<file path="src/assert_macros.svh">
// Assertion macros shared by the Roman numeral encoder modules.
// No dependencies; included by each file that carries assertions.
`ifndef ASSERT_MACROS_SVH
`define ASSERT_MACROS_SVH

// Property that must hold at every clock edge outside reset.
`define IRN_ASSERT(label, clk, rst, prop, msg) \
  label: assert property (@(posedge clk) disable iff (rst) (prop)) else $error(msg);

// Same-cycle implication.
`define IRN_ASSERT_IMP(label, clk, rst, ante, cons, msg) \
  label: assert property (@(posedge clk) disable iff (rst) (ante) |-> (cons)) else $error(msg);

// Next-cycle implication.
`define IRN_ASSERT_NXT(label, clk, rst, ante, cons, msg) \
  label: assert property (@(posedge clk) disable iff (rst) (ante) |=> (cons)) else $error(msg);

`endif

</file>
<file path="src/irn_pkg.sv">
// Shared types, constants and the microcode ROM of the Roman numeral encoder.
// No dependencies; imported by every module of the block.
package irn_pkg;

  localparam int VALUE_W   = 14;
  localparam int MAG_W     = 13;
  localparam int SYM_W     = 7;
  localparam int NUM_STEPS = 19;
  localparam int PC_W      = $clog2(NUM_STEPS);
  localparam int VALUE_MAX = 5000;

  localparam logic [SYM_W-1:0] SYM_NONE = 7'h00;
  localparam logic [SYM_W-1:0] SYM_I    = 7'h49;
  localparam logic [SYM_W-1:0] SYM_V    = 7'h56;
  localparam logic [SYM_W-1:0] SYM_X    = 7'h58;
  localparam logic [SYM_W-1:0] SYM_L    = 7'h4C;
  localparam logic [SYM_W-1:0] SYM_C    = 7'h43;
  localparam logic [SYM_W-1:0] SYM_D    = 7'h44;
  localparam logic [SYM_W-1:0] SYM_M    = 7'h4D;

  // One control word: emit sym when value >= weight, else jump to skip.
  typedef struct packed {
    logic [MAG_W-1:0] weight;
    logic [SYM_W-1:0] sym;
    logic             sub;
    logic             rpt;
    logic [PC_W-1:0]  skip;
  } uword_t;

  typedef struct packed {
    logic             load;
    logic             sub_en;
    logic [MAG_W-1:0] weight;
  } dp_ctl_t;

  typedef struct packed {
    logic ge;
    logic eq;
    logic in_range;
  } dp_stat_t;

  typedef struct packed {
    logic             push;
    logic [SYM_W-1:0] sym;
    logic             invalid;
    logic             last;
  } emit_t;

  function automatic uword_t mk(input int w, input logic [SYM_W-1:0] s,
                                input logic sb, input logic rp, input int sk);
    uword_t u;
    u.weight = MAG_W'(w);
    u.sym    = s;
    u.sub    = sb;
    u.rpt    = rp;
    u.skip   = PC_W'(sk);
    return u;
  endfunction

  // Greedy program; subtractive pairs take two steps, the second subtracts.
  function automatic uword_t ucode(input logic [PC_W-1:0] pc);
    uword_t u;
    case (pc)
      5'd0:    u = mk(1000, SYM_M, 1'b1, 1'b1, 1);
      5'd1:    u = mk(900,  SYM_C, 1'b0, 1'b0, 3);
      5'd2:    u = mk(900,  SYM_M, 1'b1, 1'b0, 3);
      5'd3:    u = mk(500,  SYM_D, 1'b1, 1'b0, 4);
      5'd4:    u = mk(400,  SYM_C, 1'b0, 1'b0, 6);
      5'd5:    u = mk(400,  SYM_D, 1'b1, 1'b0, 6);
      5'd6:    u = mk(100,  SYM_C, 1'b1, 1'b1, 7);
      5'd7:    u = mk(90,   SYM_X, 1'b0, 1'b0, 9);
      5'd8:    u = mk(90,   SYM_C, 1'b1, 1'b0, 9);
      5'd9:    u = mk(50,   SYM_L, 1'b1, 1'b0, 10);
      5'd10:   u = mk(40,   SYM_X, 1'b0, 1'b0, 12);
      5'd11:   u = mk(40,   SYM_L, 1'b1, 1'b0, 12);
      5'd12:   u = mk(10,   SYM_X, 1'b1, 1'b1, 13);
      5'd13:   u = mk(9,    SYM_I, 1'b0, 1'b0, 15);
      5'd14:   u = mk(9,    SYM_X, 1'b1, 1'b0, 15);
      5'd15:   u = mk(5,    SYM_V, 1'b1, 1'b0, 16);
      5'd16:   u = mk(4,    SYM_I, 1'b0, 1'b0, 18);
      5'd17:   u = mk(4,    SYM_V, 1'b1, 1'b0, 18);
      5'd18:   u = mk(1,    SYM_I, 1'b1, 1'b1, 18);
      default: u = mk(1,    SYM_I, 1'b1, 1'b1, 18);
    endcase
    return u;
  endfunction

endpackage

</file>
<file path="src/integer_to_roman_numeral.sv">
// Roman numeral encoder, top level.
// Input channel value_valid/value_ready carries one signed 14-bit value per item.
// Output channel symbol_valid/symbol_ready carries one ASCII symbol per item,
// most significant first, with last set on the final symbol of the run.
// A value outside 1 to 5000 gives one item with invalid = 1, symbol = 0.
// Timing: a value is taken only when the previous run has been fully handed to
// the output register. The sequencer steps once per cycle through a 19-step
// microcode ROM unless an emitting step is stalled: each symbol and each ROM row
// checked and passed over takes a step of its own, and the first symbol comes
// after the rows passed over before it.
// A stall on symbol_ready holds the output register; a step that would emit
// waits, rows passed over still advance. The next value is accepted while the
// final symbol still waits.
// Synchronous reset clears the sequencer and the output valid; no other state.
// Depends on irn_pkg, irn_seq, irn_dp, irn_out.
module integer_to_roman_numeral (
  input  logic                               clk,
  input  logic                               rst,
  input  logic                               value_valid,
  output logic                               value_ready,
  input  logic signed [irn_pkg::VALUE_W-1:0] value,
  output logic                               symbol_valid,
  input  logic                               symbol_ready,
  output logic [irn_pkg::SYM_W-1:0]          symbol,
  output logic                               invalid,
  output logic                               last
);
  import irn_pkg::*;

  dp_ctl_t  ctl;
  dp_stat_t stat;
  emit_t    emit;
  logic     slot_free;

  irn_seq u_seq (
    .clk         (clk),
    .rst         (rst),
    .value_valid (value_valid),
    .value_ready (value_ready),
    .stat        (stat),
    .slot_free   (slot_free),
    .ctl         (ctl),
    .emit        (emit)
  );

  irn_dp u_dp (
    .clk   (clk),
    .rst   (rst),
    .value (value),
    .ctl   (ctl),
    .stat  (stat)
  );

  irn_out u_out (
    .clk          (clk),
    .rst          (rst),
    .emit         (emit),
    .slot_free    (slot_free),
    .symbol_valid (symbol_valid),
    .symbol_ready (symbol_ready),
    .symbol       (symbol),
    .invalid      (invalid),
    .last         (last)
  );

endmodule

</file>
<file path="src/irn_dp.sv">
// Datapath: remaining-value register, compare against the step weight, subtract.
// Depends on irn_pkg and assert_macros.svh.
`include "assert_macros.svh"

module irn_dp (
  input  logic                                clk,
  input  logic                                rst,
  input  logic signed [irn_pkg::VALUE_W-1:0]  value,
  input  irn_pkg::dp_ctl_t                    ctl,
  output irn_pkg::dp_stat_t                   stat
);
  import irn_pkg::*;

  logic [MAG_W-1:0] v;

  always_ff @(posedge clk) begin
    if (ctl.load) begin
      v <= value[MAG_W-1:0];
    end else if (ctl.sub_en) begin
      v <= v - ctl.weight;
    end
  end

  always_comb begin
    stat.ge       = (v >= ctl.weight);
    stat.eq       = (v == ctl.weight);
    stat.in_range = !value[VALUE_W-1] && (value[MAG_W-1:0] != '0) &&
                    (value[MAG_W-1:0] <= MAG_W'(VALUE_MAX));
  end

  `IRN_ASSERT_NXT(a_dp_decreases, clk, rst, ctl.sub_en && !ctl.load, v < $past(v), "value did not decrease on subtract")

endmodule

</file>
<file path="src/irn_seq.sv">
// Microcode sequencer: step counter, ROM fetch, conditional jumps, run control.
// Depends on irn_pkg and assert_macros.svh.
`include "assert_macros.svh"

module irn_seq (
  input  logic               clk,
  input  logic               rst,
  input  logic               value_valid,
  output logic               value_ready,
  input  irn_pkg::dp_stat_t  stat,
  input  logic               slot_free,
  output irn_pkg::dp_ctl_t   ctl,
  output irn_pkg::emit_t     emit
);
  import irn_pkg::*;

  typedef enum logic [1:0] {S_IDLE, S_RUN, S_BAD} state_t;

  state_t          state;
  logic [PC_W-1:0] pc;
  uword_t          uw;
  logic            accept;
  logic            hit;
  logic            miss;
  logic            bad_out;
  logic            fin;

  always_comb begin
    uw          = ucode(pc);
    value_ready = (state == S_IDLE);
    accept      = value_valid && value_ready;
    hit         = (state == S_RUN) && stat.ge && slot_free;
    miss        = (state == S_RUN) && !stat.ge;
    bad_out     = (state == S_BAD) && slot_free;
    fin         = uw.sub && stat.eq;

    ctl.load    = accept;
    ctl.sub_en  = hit && uw.sub;
    ctl.weight  = uw.weight;

    emit.push    = hit || bad_out;
    emit.sym     = (state == S_BAD) ? SYM_NONE : uw.sym;
    emit.invalid = (state == S_BAD);
    emit.last    = (state == S_BAD) || fin;
  end

  always_ff @(posedge clk) begin
    if (rst) begin
      state <= S_IDLE;
      pc    <= '0;
    end else begin
      case (state)
        S_IDLE: begin
          if (accept) begin
            pc    <= '0;
            state <= stat.in_range ? S_RUN : S_BAD;
          end
        end
        S_RUN: begin
          if (miss) begin
            pc <= uw.skip;
          end else if (hit) begin
            if (fin) begin
              state <= S_IDLE;
            end else if (!uw.rpt) begin
              pc <= pc + PC_W'(1);
            end
          end
        end
        S_BAD: begin
          if (bad_out) begin
            state <= S_IDLE;
          end
        end
        default: state <= S_IDLE;
      endcase
    end
  end

  `IRN_ASSERT_IMP(a_seq_pc_range, clk, rst, state == S_RUN, pc < PC_W'(NUM_STEPS), "step counter out of program")
  `IRN_ASSERT_NXT(a_seq_last_ends, clk, rst, emit.push && emit.last, state == S_IDLE, "run continued after last item")

endmodule

</file>
<file path="src/irn_out.sv">
// Output register: holds one result item until the receiver takes it.
// Depends on irn_pkg and assert_macros.svh.
`include "assert_macros.svh"

module irn_out (
  input  logic                             clk,
  input  logic                             rst,
  input  irn_pkg::emit_t                   emit,
  output logic                             slot_free,
  output logic                             symbol_valid,
  input  logic                             symbol_ready,
  output logic [irn_pkg::SYM_W-1:0]        symbol,
  output logic                             invalid,
  output logic                             last
);
  import irn_pkg::*;

  assign slot_free = !symbol_valid || symbol_ready;

  always_ff @(posedge clk) begin
    if (rst) begin
      symbol_valid <= 1'b0;
    end else if (emit.push) begin
      symbol_valid <= 1'b1;
    end else if (symbol_ready) begin
      symbol_valid <= 1'b0;
    end
  end

  always_ff @(posedge clk) begin
    if (emit.push) begin
      symbol  <= emit.sym;
      invalid <= emit.invalid;
      last    <= emit.last;
    end
  end

  `IRN_ASSERT_IMP(a_out_push_free, clk, rst, emit.push, slot_free, "push into a full output register")
  `IRN_ASSERT_IMP(a_out_invalid_form, clk, rst, symbol_valid && invalid, (symbol == SYM_NONE) && last, "invalid item not a single zero symbol")

endmodule
</file>
<file path="config.mk">
export PLATFORM = sky130hd
export DESIGN_NAME = integer_to_roman_numeral
export DESIGN_NICKNAME = d
export VERILOG_FILES = /design/src/irn_pkg.sv /design/src/integer_to_roman_numeral.sv /design/src/irn_dp.sv /design/src/irn_seq.sv /design/src/irn_out.sv
export VERILOG_INCLUDE_DIRS = /design/src /design/src/src
export SDC_FILE = /design/constraint.sdc
export NUM_CORES = 1
export LEC_CHECK = 0
export BUFFER_PORTS_ARGS = -buffer_cell sky130_fd_sc_hd__buf_2
export CAP_MARGIN = 20
export CORE_ASPECT_RATIO = 0.75
export CORE_MARGIN = 10
export CORE_UTILIZATION = 59
export DETAILED_ROUTE_END_ITERATION = 6
export PLACE_DENSITY_LB_ADDON = 0.1
export SLEW_MARGIN = 5
export SYNTH_ARGS = -nofsm -noshare
export SYNTH_HDL_FRONTEND = slang
export SYNTH_SLANG_ARGS = --single-unit
</file>
<file path="constraint.sdc">
create_clock -name clk -period 4.1 [get_ports clk]
set_input_delay 0.82 -clock clk [delete_from_list [all_inputs] [get_ports clk]]
set_output_delay 0.82 -clock clk [all_outputs]
set_load 0.05 [all_outputs]
</file>
==> results of run 1 <==
-- metal layers --
metal  share of wire (%)  global-route usage [%]  vias to the layer above
li1                    -                       -                     1277
met1                  51                    25.0                     1144
met2                  41                    23.8                       94
met3                 7.0                    2.99                        9
met4                 1.0                    4.29                        0
met5                   0                       0                        -
-- sequential cells by signal, summed over array words and instances, names as in the netlist --
name / cells
u_dp.v: 13
u_out.invalid: 1
u_out.last: 1
u_out.symbol: 6
u_out.symbol_valid: 1
u_seq.pc: 5
u_seq.state: 2
u_seq.uw: 21
-- metrics by stage --
stage	std cells	setup slack (ns)	area [um2]	util, %
2_1_floorplan	348	1.14	3060	-
3_3_place_gp	424	0.801	3210	64.8
3_5_place_dp	424	0.812	3210	64.8
4_1_cts	432	0.785	3310	66.8
5_1_grt	432	0.511	3310	66.8
6_report	432	0.686	3310	66.8
-- layout make-up --
class,count,area share (%)
multi-input cells,258,50.2
inverters,25,2.99
clock buffers,5,2.08
well taps,60,2.27
repair buffers,31,4.99
clock inverters,3,0.870
flip-flops and latches,50,36.6
-- worst reg2reg max path: stages, from the launching register on --
cell and delay (ns):
dfxtp_1 0.36, inv_1 0.07, ha_1 0.34, a21o_1 0.21, a21oi_2 0.21, a31oi_2 0.14
or2_1 0.37, mux2_1 0.35, nand3_1 0.08, o21a_2 0.26, inv_2 0.14, ha_1 0.29
nand2_1 0.18, a21oi_1 0.10, a21oi_1 0.22
-- cell usage after synthesis, drive strengths merged (2+ instances only) --
master	count
a21boi	2
a21o	3
a21oi	25
a22oi	2
a2bb2oi	2
a31oi	5
and2	7
and3	3
buf	9
clkbuf	6
dfxtp	29
edfxtp	21
ha	19
inv	24
mux2	2
mux2i	9
nand2	37
nand2b	8
nand3	13
nor2	33
nor2b	5
nor3	7
nor4	6
nor4b	2
o2111ai	2
o211ai	2
o21a	5
o21ai	19
o21bai	2
o22ai	4
o2bb2ai	2
o31ai	3
o32a	2
or2	4
or3	4
xnor2	8
xor2	3
-- logic make-up after synthesis --
group | synth area share, %
and+or+nand+nor | 20.8
DFF | 39.6
other | 0.123
xor gates and xnor gates | 3.15
AOI/OAI and AO/OA | 18.2
buffers and inverters | 6.02
muxes | 3.68
adders and majority gates | 8.43
-- worst min path at each step --
stage,from,depth (start not counted),endpoint
global placement,u_seq.uw[10],1,u_out.symbol[3]
floorplan,u_seq.state[0],1,u_seq.state[1]
detailed placement,u_seq.uw[9],1,u_out.symbol[2]
CTS,u_seq.uw[9],1,u_out.symbol[2]
finish,u_seq.uw[9],1,u_out.symbol[2]
global route,u_seq.uw[9],1,u_out.symbol[2]
-- report_power, final --
| part | total, W | switching, W | internal, W | leakage (nW) |
|---|---|---|---|---|
| clock | 0.000312 | 0.000184 | 0.000128 | 0.0506 |
| combinational | 0.000252 | 0.000159 | 0.0000928 | 0.994 |
| sequential | 0.000582 | 0.0000166 | 0.000565 | 0.432 |
| total | 0.00115 | 0.000359 | 0.000786 | 1.48 |
==> results.json, run 1 <==
{
  "initialDrtViolationCount": 235,
  "crit_path_max_fanout": 10,
  "layout.cells.most_common": "nand2_1",
  "layout_min_cycle_time_ns": 3.41,
  "area_delta_synth_final_pct": 8.27,
  "slew_viol_final": 0,
  "port_buffers": 27,
  "finalSetupTns_ns": 0,
  "dieHeight_um": 82.3,
  "worst_ir_drop_vdd_mv": 0.233,
  "cp_data_arrival_time_ns": 3.63,
  "cells_after_synthesis": 348,
  "setup.reg_to_reg.worst_slack_ns": 0.69,
  "globalRouteTotalUtil_pct": 16.6,
  "chipWidth_um": 103,
  "setup_viol": 0,
  "wl_um": 6980,
  "critPathCapture": "u_seq.uw[10]",
  "synth_top_area_cell": "edfxtp_1",
  "final_layout_size_suffix_gt1_share_pct": 13.7,
  "worstPathBufferInverterCount": 2,
  "grt_first_pass_wirelength_um": 11200,
  "via_per_inst": 5.84,
  "critical_path_depth": 14,
  "final.hold.worst_slack_ns": 0.515,
  "cell_area_synth_um2": 3060,
  "post_synth_top_flop": "dfxtp_1",
  "power_density_nw_per_um2": 346,
  "std_cell_rows": 22,
  "highest_cell_delay_on_the_worst_timing_path_ns": 0.37,
  "cts.sinks": 50,
  "worst_ep_required_time_ns": 4.32,
  "synth_edf_count": 21,
  "cts_htree_levels": 2,
  "max_clock_freq_mhz": 293,
  "grt_remaining_overflow": 0,
  "start_util_pct": 61.7,
  "launch_instance_of_the_worst_register_to_register_path": "u_seq.uw[17]",
  "grt_start_max_net_pins": 19,
  "synthDistinctLibCells": 57,
  "worst_r2r_path_depth": 14,
  "worst_setup_path_start_kind": "flop",
  "mostFrequentLayoutCells": "nand2_1 (36), nor2_1 (33), dfxtp_1 (29), buf_2 (27), a21oi_1 (24)",
  "cts_setup_buffers": 0,
  "crit_family": "compound AO/OA/AOI/OAI gates",
  "drt.antenna.violating_nets": 0,
  "grt_antenna_before_repair": 0,
  "tightestPinTransition_ns": 0.591,
  "reg2reg_to": "u_seq.uw[10]",
  "syn-num-nets": 386,
  "post_layout_net_count": 409,
  "hp-class": "reg2reg",
  "post_cts_gate_resize_count": 0,
  "design_power_total_w": 0.00115,
  "cts.reportedPaths.clkPinSlew_ns": 0.10,
  "area_occupied_by_multi_input_gates_um2": 1660,
  "report.final.hold_viol_count": 0,
  "design.die.area_um2": 8490,
  "crit_start": "u_seq.uw[17]",
  "cts_tree": "done",
  "synth.yosys.warnings": 0,
  "clock_tree.buffer_depth": 2,
  "routedWlPerCell_um": 16.2,
  "post_synth.cell_area_avg_um2": 8.78,
  "synth_top_cell_area_share_pct": 20.6,
  "sequential_cell_area_um2": 1210,
  "critical_path.endpoint_type": "flop",
  "timing.critical_path.slowest_stage_cell": "or2_1",
  "cap_viol_max_count": 0,
  "ctsRootBufferMaster": "clkbuf_8",
  "cell_chain_of_the_critical_path": "inv_1 > ha_1 > a21o_1 > a21oi_2 > a31oi_2 > or2_1 > mux2_1 > nand3_1 > o21a_2 > inv_2 > ha_1 > nand2_1 > a21oi_1 > a21oi_1",
  "core_um2": 4950,
  "post_route_drc_violation_count": 0,
  "num_vias": 2524,
  "crit_type": "reg2reg",
  "gp_congestion": 0.976,
  "slew-limit-headroom_pct": 60.4,
  "via_count_of_the_first_global_routing_pass": 2299,
  "drtPass1Iterations": 5,
  "clock_insertion_delay_worst_skew_ns": 0.31,
  "nFillCells": 430,
  "fin_skew_ns": 0.00810,
  "lkg_pwr_nw": 1.48,
  "cts-buffers-inserted": 5,
  "outcome": "complete, no violations",
  "period_share_pct": 83.3,
  "ys_seq_elements": 50,
  "pin_count": 29,
  "num_antenna_cells": 0,
  "sequential_element_share_of_the_synthesized_area_pct": 39.6,
  "dp_hpwl_um": 5380,
  "postCtsHoldBufs": 0,
  "grt_setup_unrepaired": "false",
  "synthTopCellsByArea": "edfxtp_1 (21%), dfxtp_1 (19%), ha_1 (7.8%)",
  "asyncSetResetFlopFracSynth_pct": 0
}
Note: power is estimated with default switching activity, not from simulation.
==> run 2: changes to the inputs <==
Settings changed: CORE_UTILIZATION 59 to 54.
Clock period 4.1 ns to 2.8 ns, I/O delays scaled along.
==> run 2 against run 1 <==
  * Largest power group unchanged
  * The run now ends with negative setup slack left
  * Hold slack got worse by 0.0025 ns
  * Clock skew increased by 0.0018 ns
  * Via count up 14%
==> results.json, run 2 (synthesis gave the netlist of run 1 again) <==
{
  "utilization_pct": 77.5,
  "setup_viol": 16,
  "min-delay-start": "u_seq.uw[10]",
  "internal_power_w": 0.00124,
  "final_layout_size_suffix_gt1_share_pct": 38.0,
  "grt_first_pass_wirelength_um": 13600,
  "reg2reg_to": "u_seq.uw[6]",
  "worst_ep_required_time_ns": 3.01,
  "worst_setup_path_start_kind": "flop",
  "initialDrtViolationCount": 219,
  "cp_data_arrival_time_ns": 3.16,
  "outcome": "finished with violations",
  "num_vias": 2880,
  "std_cell_rows": 23,
  "pin_count": 29,
  "power_density_nw_per_um2": 435,
  "dieHeight_um": 85.2,
  "cts_tree": "done",
  "layout.cells.most_common": "buf_4",
  "cts.reportedPaths.clkPinSlew_ns": 0.10,
  "crit_path_max_fanout": 6,
  "core_um2": 5410,
  "cts.sinks": 50,
  "post_layout_net_count": 469,
  "launch_instance_of_the_worst_register_to_register_path": "u_dp.v[1]",
  "violations": "negative setup slack",
  "area_delta_synth_final_pct": 37.2,
  "cts-buffers-inserted": 5,
  "port_buffers": 27,
  "post_route_drc_violation_count": 0,
  "grt_antenna_before_repair": 0,
  "slew_viol_final": 0,
  "crit_start": "u_dp.v[1]",
  "min_to": "u_out.symbol[3]",
  "ctsRootBufferMaster": "clkbuf_8",
  "switching_share_pct": 32.3,
  "fin_skew_ns": 0.00990,
  "grt_start_max_net_pins": 19,
  "power.share.combinational_pct": 27.6,
  "num_antenna_cells": 0,
  "cap_viol_max_count": 0,
  "critical_path.endpoint_type": "flop",
  "design_power_total_w": 0.00183,
  "mostFrequentLayoutCells": "buf_4 (54), nand2_1 (32), dfxtp_1 (28), buf_2 (27), nor2_1 (26)",
  "crit_type": "reg2reg",
  "grt_setup_unrepaired": "true",
  "design.die.area_um2": 9100,
  "lkg_pwr_nw": 1.83,
  "drtPass1Iterations": 6,
  "power.clock.fraction_pct": 25.5,
  "largest_register_ffs": 21,
  "globalRouteTotalUtil_pct": 18.2,
  "gp_congestion": 0.945,
  "start_util_pct": 56.5,
  "grt_remaining_overflow": 0,
  "dp_hpwl_um": 6340,
  "via_per_inst": 5.68,
  "layout_min_cycle_time_ns": 2.95,
  "drt.antenna.violating_nets": 0,
  "slew-limit-headroom_pct": 63.0,
  "worst_hold_depth": 1,
  "routedWlPerCell_um": 17.5,
  "period_share_pct": 106,
  "placed_area_um2": 3720,
  "via_count_of_the_first_global_routing_pass": 2853,
  "cts_htree_levels": 2,
  "power_switching_w": 0.000589,
  "wl_um": 8850,
  "worst_r2r_path_depth": 14,
  "clock_tree.buffer_depth": 2,
  "chipWidth_um": 107,
  "worst_ir_drop_vdd_mv": 0.451,
  "clock_insertion_delay_worst_skew_ns": 0.32,
  "hp-class": "reg2reg",
  "report.final.hold_viol_count": 0,
  "max_clock_freq_mhz": 339,
  "postLayoutCellArea_um2": 4190,
  "sequentialPowerShare_pct": 46.9,
  "tightestPinTransition_ns": 0.547,
  "setup.reg_to_reg.worst_slack_ns": -0.15,
  "layout_setup_ws_ns": -0.154
}
-- run 2: cell count changes in the layout (fill, tap and decap cells not counted), sizes merged --
cell	delta
clkinv	+1
clkinvlp	+1
inv	-2
buf	+60
-- run 2: layout make-up --
cell class | count | area [um2]
Sequential cell | 50 | 1210
Inverter | 25 | 110
Timing Repair Buffer | 91 | 657
Tap cell | 75 | 93.8
Clock inverter | 3 | 28.8
Fill cell | 370 | 1220
Multi-Input combinational cell | 258 | 2020
Clock buffer | 5 | 68.8
-- run 2: layer usage --
| layer | global-route usage, % | wire length, um |
|---|---|---|
| met5 | 0 | 0 |
| met4 | 3.31 | 118 |
| met3 | 4.00 | 701 |
| met2 | 29.2 | 4050 |
| met1 | 24.7 | 3980 |
-- run 2: metrics by stage --
step                      instances  TNS, ns  setup slack [ns]  hold WS, ns
after floorplan                 348  -0.0256           -0.0115        0.482
after global placement          487   -0.903            -0.238        0.485
after detailed placement        487    -2.73            -0.340        0.489
after CTS                       501   -0.314           -0.0591        0.513
after global routing            507    -2.79            -0.241        0.543
final                           507    -1.04            -0.154        0.512
-- run 2: timing repair --
| action | 4_1_cts | 5_1_grt |
|---|---|---|
| pin swaps | 19 | 12 |
| setup buffers | 6 | 6 |
| hold buffers | 0 | 0 |
| endpoints found under the setup margin | 20 | 23 |
| gates resized for setup | 36 | 34 |
| endpoints found under the hold margin | 0 | 0 |
-- run 2: worst max-delay path by stage --
stage / endpoint / slack, ns / cells past startpoint
2_1_floorplan: u_seq.uw[17] / -0.01 / 14
5_1_grt: u_seq.uw[6] / -0.24 / 14
3_3_place_gp: u_seq.uw[17] / -0.24 / 14
6_report: u_seq.uw[6] / -0.15 / 14
4_1_cts: u_seq.uw[6] / -0.06 / 13
3_5_place_dp: u_seq.uw[17] / -0.34 / 14
-- run 2: worst max-delay path, cell delays in order, from the launching register on --
cell and delay [ns]:
edfxtp_1 0.47, ha_4 0.30, buf_4 0.09, buf_4 0.10, nand3_4 0.09, buf_6 0.14, nor3b_4 0.19, o21a_1 0.22
a31oi_4 0.07, o32a_1 0.45, buf_6 0.16, buf_6 0.13, o21ai_2 0.07, nand2_1 0.08, a32o_2 0.28
-- run 2: power by group through the flow --
| stage | logic [W] | registers (W) | clock network [W] |
|---|---|---|---|
| 3_5_place_dp | 0.000446 | 0.000872 | 0 |
| 4_1_cts | 0.000478 | 0.000855 | 0.000467 |
| 6_report | 0.000504 | 0.000856 | 0.000466 |
| 2_1_floorplan | 0.000268 | 0.000901 | 0 |
| 5_1_grt | 0.000552 | 0.000860 | 0.000498 |
| 3_3_place_gp | 0.000434 | 0.000870 | 0 |
==> run 3: changes to the inputs <==
Settings changed: CORE_UTILIZATION 54 to 60.
Clock period 2.8 ns to 3.6 ns, I/O delays scaled along.
==> run 3 against run 2 <==
  * The run now ends clean
  * Cell area shrank 21%
  * Global-route usage shrank 1.7 points
  * Combinational power shrank 43%
  * Non-clock buffer count shrank 60
  * Fmax shrank 12%
  * Sequential power shrank 23%
  * Clock power shrank 25%
  * Clock-buffer cell count is the same
  * Die area shrank 7.9%
  * Critical endpoint is now u_seq.uw[17]
==> results.json, run 3 (synthesis gave the netlist of run 1 again) <==
{
  "mostFrequentLayoutCells": "nand2_1 (36), nor2_1 (33), dfxtp_1 (29), buf_2 (27), a21oi_1 (24)",
  "setup_viol": 0,
  "area_delta_synth_final_pct": 8.31,
  "core_um2": 4900,
  "report.final.hold_viol_count": 0,
  "timing.critical_path.slowest_stage_cell": "dfxtp_1",
  "design.die.area_um2": 8380,
  "layout_min_cycle_time_ns": 3.34,
  "port_buffers": 27,
  "outcome": "complete, no violations",
  "globalRouteTotalUtil_pct": 16.5,
  "tightestPinTransition_ns": 0.578,
  "num_vias": 2568,
  "switching_share_pct": 31.0,
  "worst_ep_required_time_ns": 3.77,
  "wl_um": 6840,
  "nFillCells": 423,
  "grt_antenna_before_repair": 0,
  "slew-limit-headroom_pct": 61.4,
  "fin_skew_ns": 0.00941,
  "internal_power_w": 0.000896,
  "worst_setup_path_start_kind": "flop",
  "lkg_pwr_nw": 1.48,
  "postLayoutCellArea_um2": 3310,
  "sequentialPowerShare_pct": 51.1,
  "layout.cells.most_common": "nand2_1",
  "cts_tree": "done",
  "placed_area_um2": 3210,
  "crit_path_max_fanout": 10,
  "ctsRootBufferMaster": "clkbuf_8",
  "slew_viol_final": 0,
  "crit_type": "reg2reg",
  "power.share.combinational_pct": 22.1,
  "grt_start_max_net_pins": 20,
  "routedWlPerCell_um": 15.8,
  "pin_count": 29,
  "drtPass1Iterations": 5,
  "dp_hpwl_um": 5360,
  "final_layout_size_suffix_gt1_share_pct": 14.0,
  "critical_path.endpoint_type": "flop",
  "power_switching_w": 0.000402,
  "cts.reportedPaths.clkPinSlew_ns": 0.10,
  "chipWidth_um": 102,
  "initialDrtViolationCount": 202,
  "start_util_pct": 62.4,
  "num_antenna_cells": 0,
  "finalSetupTns_ns": 0,
  "power.clock.fraction_pct": 26.8,
  "power_density_nw_per_um2": 392,
  "design_power_total_w": 0.00130,
  "cell_chain_of_the_critical_path": "inv_1 > ha_1 > nor2b_1 > o21ai_1 > a31oi_2 > or2_1 > mux2_1 > nand3_1 > o21a_2 > inv_2 > ha_1 > mux2_2 > nand2_1 > a21oi_1",
  "std_cell_rows": 22,
  "gp_congestion": 0.906,
  "largest_register_ffs": 21,
  "period_share_pct": 92.9,
  "cts_setup_buffers": 0,
  "cts-buffers-inserted": 5,
  "cap_viol_max_count": 0,
  "post_route_drc_violation_count": 0,
  "clock_tree.buffer_depth": 2,
  "via_per_inst": 5.94,
  "via_count_of_the_first_global_routing_pass": 2291,
  "cp_data_arrival_time_ns": 3.52,
  "hp-class": "reg2reg",
  "cts_htree_levels": 2,
  "timing.critical_path.mode_cell": "ha_1",
  "grt_first_pass_wirelength_um": 11000,
  "grt_setup_unrepaired": "false",
  "worst_ir_drop_vdd_mv": 0.239,
  "highest_cell_delay_on_the_worst_timing_path_ns": 0.37,
  "post_layout_net_count": 409,
  "max_clock_freq_mhz": 299,
  "clock_insertion_delay_worst_skew_ns": 0.31,
  "grt_remaining_overflow": 0,
  "cts.sinks": 50,
  "drt.antenna.violating_nets": 0,
  "dieHeight_um": 81.8
}
[run 3: worst max-delay path: cells and delay by family, from the launching register on]
family	cells	cell delay [ns]
AO/OA/AOI/OAI	4	0.76
buffers and inverters	2	0.19
flip-flops	1	0.37
multiplexers	2	0.64
adder cells (fa/ha/maj)	2	0.59
AND/OR/NAND/NOR	4	0.66
[run 3: layout make-up]
type                    count  area [um2]  area share [%]
flip-flops and latches     50        1210            36.6
multi-input cells         258        1660            50.2
inverters                  25        98.8            2.99
repair buffers             31         165            4.99
well taps                  60        75.1            2.27
clock buffers               5        68.8            2.08
clock inverters             3        28.8           0.869
[run 3: repair_timing]
item / CTS / global route
endpoints found under the setup margin: 0 / 8
hold buffers: 0 / 0
resized for setup: 0 / 1
[run 3: worst paths after layout]
path | slack, ns | endpoint | cells after the start | start
setup reg to reg | 0.26 | u_seq.uw[17] | 14 | u_seq.uw[15]
hold reg to reg | 0.51 | u_out.symbol[4] | 1 | u_seq.uw[11]
hold / removal | 0.51 | u_out.symbol[4] | 1 | u_seq.uw[11]
setup / recovery | 0.26 | u_seq.uw[17] | 14 | u_seq.uw[15]
[run 3: power by group through the flow]
| stage | registers [W] | logic, W | clock network, W |
|---|---|---|---|
| finish | 0.000663 | 0.000287 | 0.000348 |
| CTS | 0.000664 | 0.000286 | 0.000357 |
| detailed placement | 0.000677 | 0.000284 | 0 |
| global route | 0.000668 | 0.000320 | 0.000378 |
| global placement | 0.000675 | 0.000280 | 0 |
| floorplan | 0.000697 | 0.000198 | 0 |
[run 3: routing by layer]
layer  track usage [%]  vias to the layer above  routed length [um]
met3              3.86                        8                 528
met1              24.3                     1183                3320
met2              23.4                       99                2920
li1                  -                     1278                   -
met4              4.78                        0                  75
met5                 0                        -                   0
[run 3: per-stage QoR]
stage	cells	hold slack (ns)	util, %	setup slack [ns]
CTS	432	0.511	67.5	0.172
global route	432	0.539	67.6	0.0119
finish	432	0.511	67.6	0.257
global placement	424	0.488	65.6	0.222
floorplan	348	0.476	-	0.643
detailed placement	424	0.487	65.6	0.202
